--- config.mk ---
export PLATFORM = sky130hd
export DESIGN_NAME = atr_isqrt
export DESIGN_NICKNAME = d
export VERILOG_FILES = /design/src/sv/atr_isqrt.sv
export SDC_FILE = /design/constraint.sdc
export NUM_CORES = 2
export LEC_CHECK = 0
export BUFFER_PORTS_ARGS = -buffer_cell sky130_fd_sc_hd__buf_2
export CAP_MARGIN = 20
export CORE_ASPECT_RATIO = 0.75
export CORE_UTILIZATION = 57
export DETAILED_ROUTE_END_ITERATION = 8
export GPL_TIMING_DRIVEN = 0
export PLACE_DENSITY = 0.77
export SLEW_MARGIN = 20
export SYNTH_ARGS = -nofsm -noshare
export SYNTH_HDL_FRONTEND = slang
export SYNTH_SLANG_ARGS = --single-unit
--- constraint.sdc ---
create_clock -name clk_i -period 2.9 [get_ports clk_i]
set_input_delay 0.435 -clock clk_i [delete_from_list [all_inputs] [get_ports clk_i]]
set_output_delay 0.435 -clock clk_i [all_outputs]
set_load 0.005 [all_outputs]
--- src/sv/atr_isqrt.sv ---
// pipelined 64-bit integer square root, one result bit per stage, with sideband
// standalone, no package needed
`default_nettype none

module atr_isqrt #(
  parameter int unsigned SideW = 1
) (
  input  logic             clk_i,
  input  logic             rst_ni,
  input  logic             vld_i,
  input  logic [63:0]      rad_i,
  input  logic [SideW-1:0] side_i,
  output logic             vld_o,
  output logic [31:0]      root_o,
  output logic [SideW-1:0] side_o
);

  localparam int unsigned Steps = 32;

  logic [Steps-1:0] vld_q;
  logic [63:0]      x_q    [Steps];
  logic [63:0]      x_d    [Steps];
  logic [63:0]      r_q    [Steps];
  logic [63:0]      r_d    [Steps];
  logic [SideW-1:0] side_q [Steps];

  always_comb begin
    logic [63:0] px;
    logic [63:0] pr;
    logic [63:0] b;
    logic [63:0] s;
    for (int k = 0; k < Steps; k++) begin
      if (k == 0) begin
        px = rad_i;
        pr = '0;
      end else begin
        px = x_q[k-1];
        pr = r_q[k-1];
      end
      b = 64'd1 << (62 - 2 * k);
      s = pr + b;
      if (px >= s) begin
        x_d[k] = px - s;
        r_d[k] = (pr >> 1) + b;
      end else begin
        x_d[k] = px;
        r_d[k] = pr >> 1;
      end
    end
  end

  always_ff @(posedge clk_i or negedge rst_ni) begin
    if (!rst_ni) begin
      vld_q <= '0;
    end else begin
      vld_q <= {vld_q[Steps-2:0], vld_i};
    end
  end

  always_ff @(posedge clk_i) begin
    x_q       <= x_d;
    r_q       <= r_d;
    side_q[0] <= side_i;
    for (int k = 1; k < Steps; k++) begin
      side_q[k] <= side_q[k-1];
    end
  end

  assign vld_o  = vld_q[Steps-1];
  assign root_o = r_q[Steps-1][31:0];
  assign side_o = side_q[Steps-1];

endmodule

`default_nettype wire
==> results by group <==
Final layout
  – Most frequent cells in the layout: 2,334 x dfxtp_1, 657 x inv_1, 557 x nor2_1
  – Layout area overhead: 30.3%
  – Fraction of layout cells with a size suffix above 1: 26.9%
  – Most common cell after layout, fill and taps aside: dfxtp_1
  – Final nets: 11,300
  – # fillers: 10,700

Global routing
  – Overflow after GRT: 0
  – Largest net degree at the start of global routing: 33
  – GRT Total Usage: 32.9%
  – First-pass GRT wire length: 440,000 um
  – Vias in the first global route: 72,800
  – Antenna violations before repair: 21

Placed design
  – Port Buffers: 101
  – GP Congestion: 1.00
  – Hpwl dp: 216,000 um
  – Setup WS pre-CTS: -1.93 ns

Hold path
  – Hold crit path type: in -> async

Power
  – Design Power: ~120 mW
  – Pwr dens: 973 mW/mm2
  – Peak supply drop: a little under 0.0008 V
  – P_leak: 55.6 nW

Route
  – DRT iter0 DRCs: about 9,300
  – Via count: just under 80,000
  – Post-DRT Antenna Nets: 0
  – Vias/cell: 6.04
  – Wire length per cell: 24.1 um
  – DRC: 0
  – Total wire length: 318,000 um
  – Pre-antenna DRT Iters: 8

Setup path
  – Endpoint kind of the worst setup timing path: flip-flop
  – WS Path Type: reg -> reg
  – Top delay family on crit path: simple AND/OR/NAND/NOR gates
  – Worst Path Required: 3.64 ns
  – Worst setup SP type: flip-flop
  – Buffers & Inverters on Critical Path: 4
  – CP Max Fanout: 4
  – Cell breakdown of the critical path: inv_4 > ha_4 > or4b_4 > or4_4 > nor3_4 > or3b_4 > o211ai_4 > nor3_4 > buf_12 > buf_8 > clkinv_8 > o211ai_4 > a2111oi_4 > xor2_1
  – Critical path arrival: 4.80 ns
  – Crit-path slowest cell: or4_4
  – CP peak stage delay: 0.53 ns

Timing
  – RSZ-0062 raised after global routing: true
  – Tmin final: a little over 4 ns
  – Final Skew: 0.117 ns
  – Final Hold Viols: 0
  – Final period util: 140%
  – Slew headroom: between 20 and 30%
  – Final setup vio count: 642
  – Count of pins over their slew limit: 0
  – Worst Max-Slew Pin Slew: 1.10 ns
  – Min setup slack post-route: -1.16 ns
  – Max Clk Rate: 0.246 GHz

Synthesis
  – Cells after Synth: 9,797
  – Mean post-synth cell area: 9.97 um2
  – Post-synthesis sequential area ratio: 52.9%
  – Synth Cell Area: approximately 0.098 mm2
  – Post-synth top area cell: dfxtp_1
  – Library cells used by synthesis: between 100 and 150
  – Synthesis-stage register bit count: 2,576
  – Main area contributors after synthesis: dfxtp_1 52%, ha_1 7.1%, xnor2_1 4.4%, xor2_1 3.6%, a21oi_1 3.4%
  – Number of flops mapped to enable cells by yosys: 0
  – Main synth FF type: dfxtp_1
  – Synth top area share: 52.1%
  – Synth Warn #: 0
  – Syn Nets: 10,400
  – Asr flop ratio synth: 1.24%

Clock tree
  – Clk Latency, worst-skew pair: 0.94 ns
  – Clock buffer count from CTS: 225
  – TritonCTS clock tree: done
  – CTS Root Cell: clkbuf_16
  – Clock Sinks: 2,576
  – Reg clk slew, reported paths: 0.07 ns
  – Max clock buf depth: 3
  – Htree depth: 4

Floorplan
  – Core area: 0.170 mm2
  – Initial core utilization: 57.4%
  – # rows: 131
  – Die W: 480 um
  – Die H: 361 um
  – I/O pin count: approximately 100
  – Die Area: 0.173 mm2

Flow run
  – Max-cap violations: 0

Status
  – Failing checks: setup timing
  – Status: finished, violations left
## worst register-to-register path: stages, from the launching register on
cell and delay, ns:
dfxtp_4 0.38, inv_4 0.04, ha_4 0.26, or4b_4 0.44, or4_4 0.53, nor3_4 0.48
or3b_4 0.46, o211ai_4 0.20, nor3_4 0.11, buf_12 0.17, buf_8 0.12, clkinv_8 0.07
o211ai_4 0.12, a2111oi_4 0.25, xor2_1 0.31
## cells in the mapped netlist, types with 16 or more instances
cell type	n
xor2_1	397
a211o_1	21
nand4_1	166
or2_2	41
o21a_1	86
a31oi_1	46
nor4_1	334
nor2b_1	68
o21bai_1	63
dfxtp_1	2544
xnor2_1	493
nand3_1	169
or3_1	99
nand3b_1	28
a211oi_1	55
nor4b_1	50
buf_1	19
o21ai_0	408
a21o_1	213
and4_1	25
nand2_1	581
dfrtp_1	32
buf_2	26
clkbuf_1	145
o31ai_1	37
inv_1	698
nor3b_1	27
and2_1	29
a21oi_1	667
ha_1	558
and3_1	56
nand4b_1	22
a2111oi_0	16
or4_1	83
nor3_1	275
o211ai_1	45
nor2_1	711
mux2_2	71
a21boi_0	24
nand2b_1	108
## layout make-up
| type | count | area, um2 | area share [%] |
|---|---|---|---|
| inverter | 704 | 2720 | 2.13 |
| tap | 2261 | 2830 | 2.22 |
| clock buffer | 292 | 6250 | 4.91 |
| sequential | 2576 | 52100 | 40.9 |
| clock inverter | 136 | 1890 | 1.49 |
| antenna | 3 | 7.51 | 0.00590 |
| multi-input combinational | 6317 | 53200 | 41.8 |
| buffer | 138 | 1590 | 1.25 |
| timing repair buffer | 730 | 6640 | 5.21 |
## flip-flops by register name, summed over array words and instances (netlist names)
register	count
x_q	1984
side_q	32
r_q	496
root_o	32
vld_q	32
## worst paths after layout
path	slack, ns	startpoint	cells past startpoint	endpoint
min in group clk_i	0.13	rad_i[38]	2	x_q[2022]$_DFF_P_
worst max-delay path	-1.16	r_q[274]$_DFF_P_	14	x_q[254]$_DFF_P_
worst min-delay path	0.08	rst_ni	2	vld_q[22]$_DFF_PN0_
worst max register to register	-1.16	r_q[274]$_DFF_P_	14	x_q[254]$_DFF_P_
max in group asynchronous	2.31	rst_ni	2	vld_q[30]$_DFF_PN0_
worst min register to register	0.28	x_q[782]$_DFF_P_	0	x_q[718]$_DFF_P_
## cells by family after synthesis
family / share of synthesized area (%)
XOR/XNOR: 7.98
AND/OR/NAND/NOR: 15.5
multiplexers: 1.06
AO/OA/AOI/OAI: 11.8
buffers and inverters: 3.57
flip-flops: 52.9
adder cells (fa/ha/maj): 7.15
## power by group
part	switching, mW	internal [mW]
Combinational	21.1	17.3
Clock	14.4	18.0
Sequential	9.53	43.4
Total	45.1	78.7
## timing repair
item / 4_1_cts / 5_1_grt
gates resized for setup: 853 / 1982
buffers inserted: 130 / 410
cloned: 12 / 23
setup endpoints to repair: 929 / 942
pin swaps: 104 / 423
hold buffers: 68 / 0
hold endpoints to repair: 99 / 0
## metal layers
layer	GRT usage (%)	vias up	wire length (um)
met1	50.2	38700	142000
li1	-	36000	-
met4	6.68	12	7180
met3	9.58	629	37600
met5	0	-	141
met2	45.2	4110	130000
## per-stage QoR
step / hold slack [ns] / area [um2] / setup TNS [ns] / util (%) / std cells
after floorplan: 0.139 / 98300 / -6.76 / - / 9797
after global placement: 0.311 / 102000 / -821.45 / 59.7 / 12200
after detailed placement: 0.312 / 102000 / -815.78 / 59.7 / 12200
after CTS: 0.0831 / 115000 / -287.54 / 67.8 / 12800
after global routing: 0.109 / 127000 / -211.92 / 74.8 / 13200
final: 0.0844 / 127000 / -173.22 / 74.8 / 13200
Power figures use the tool's default switching activity.
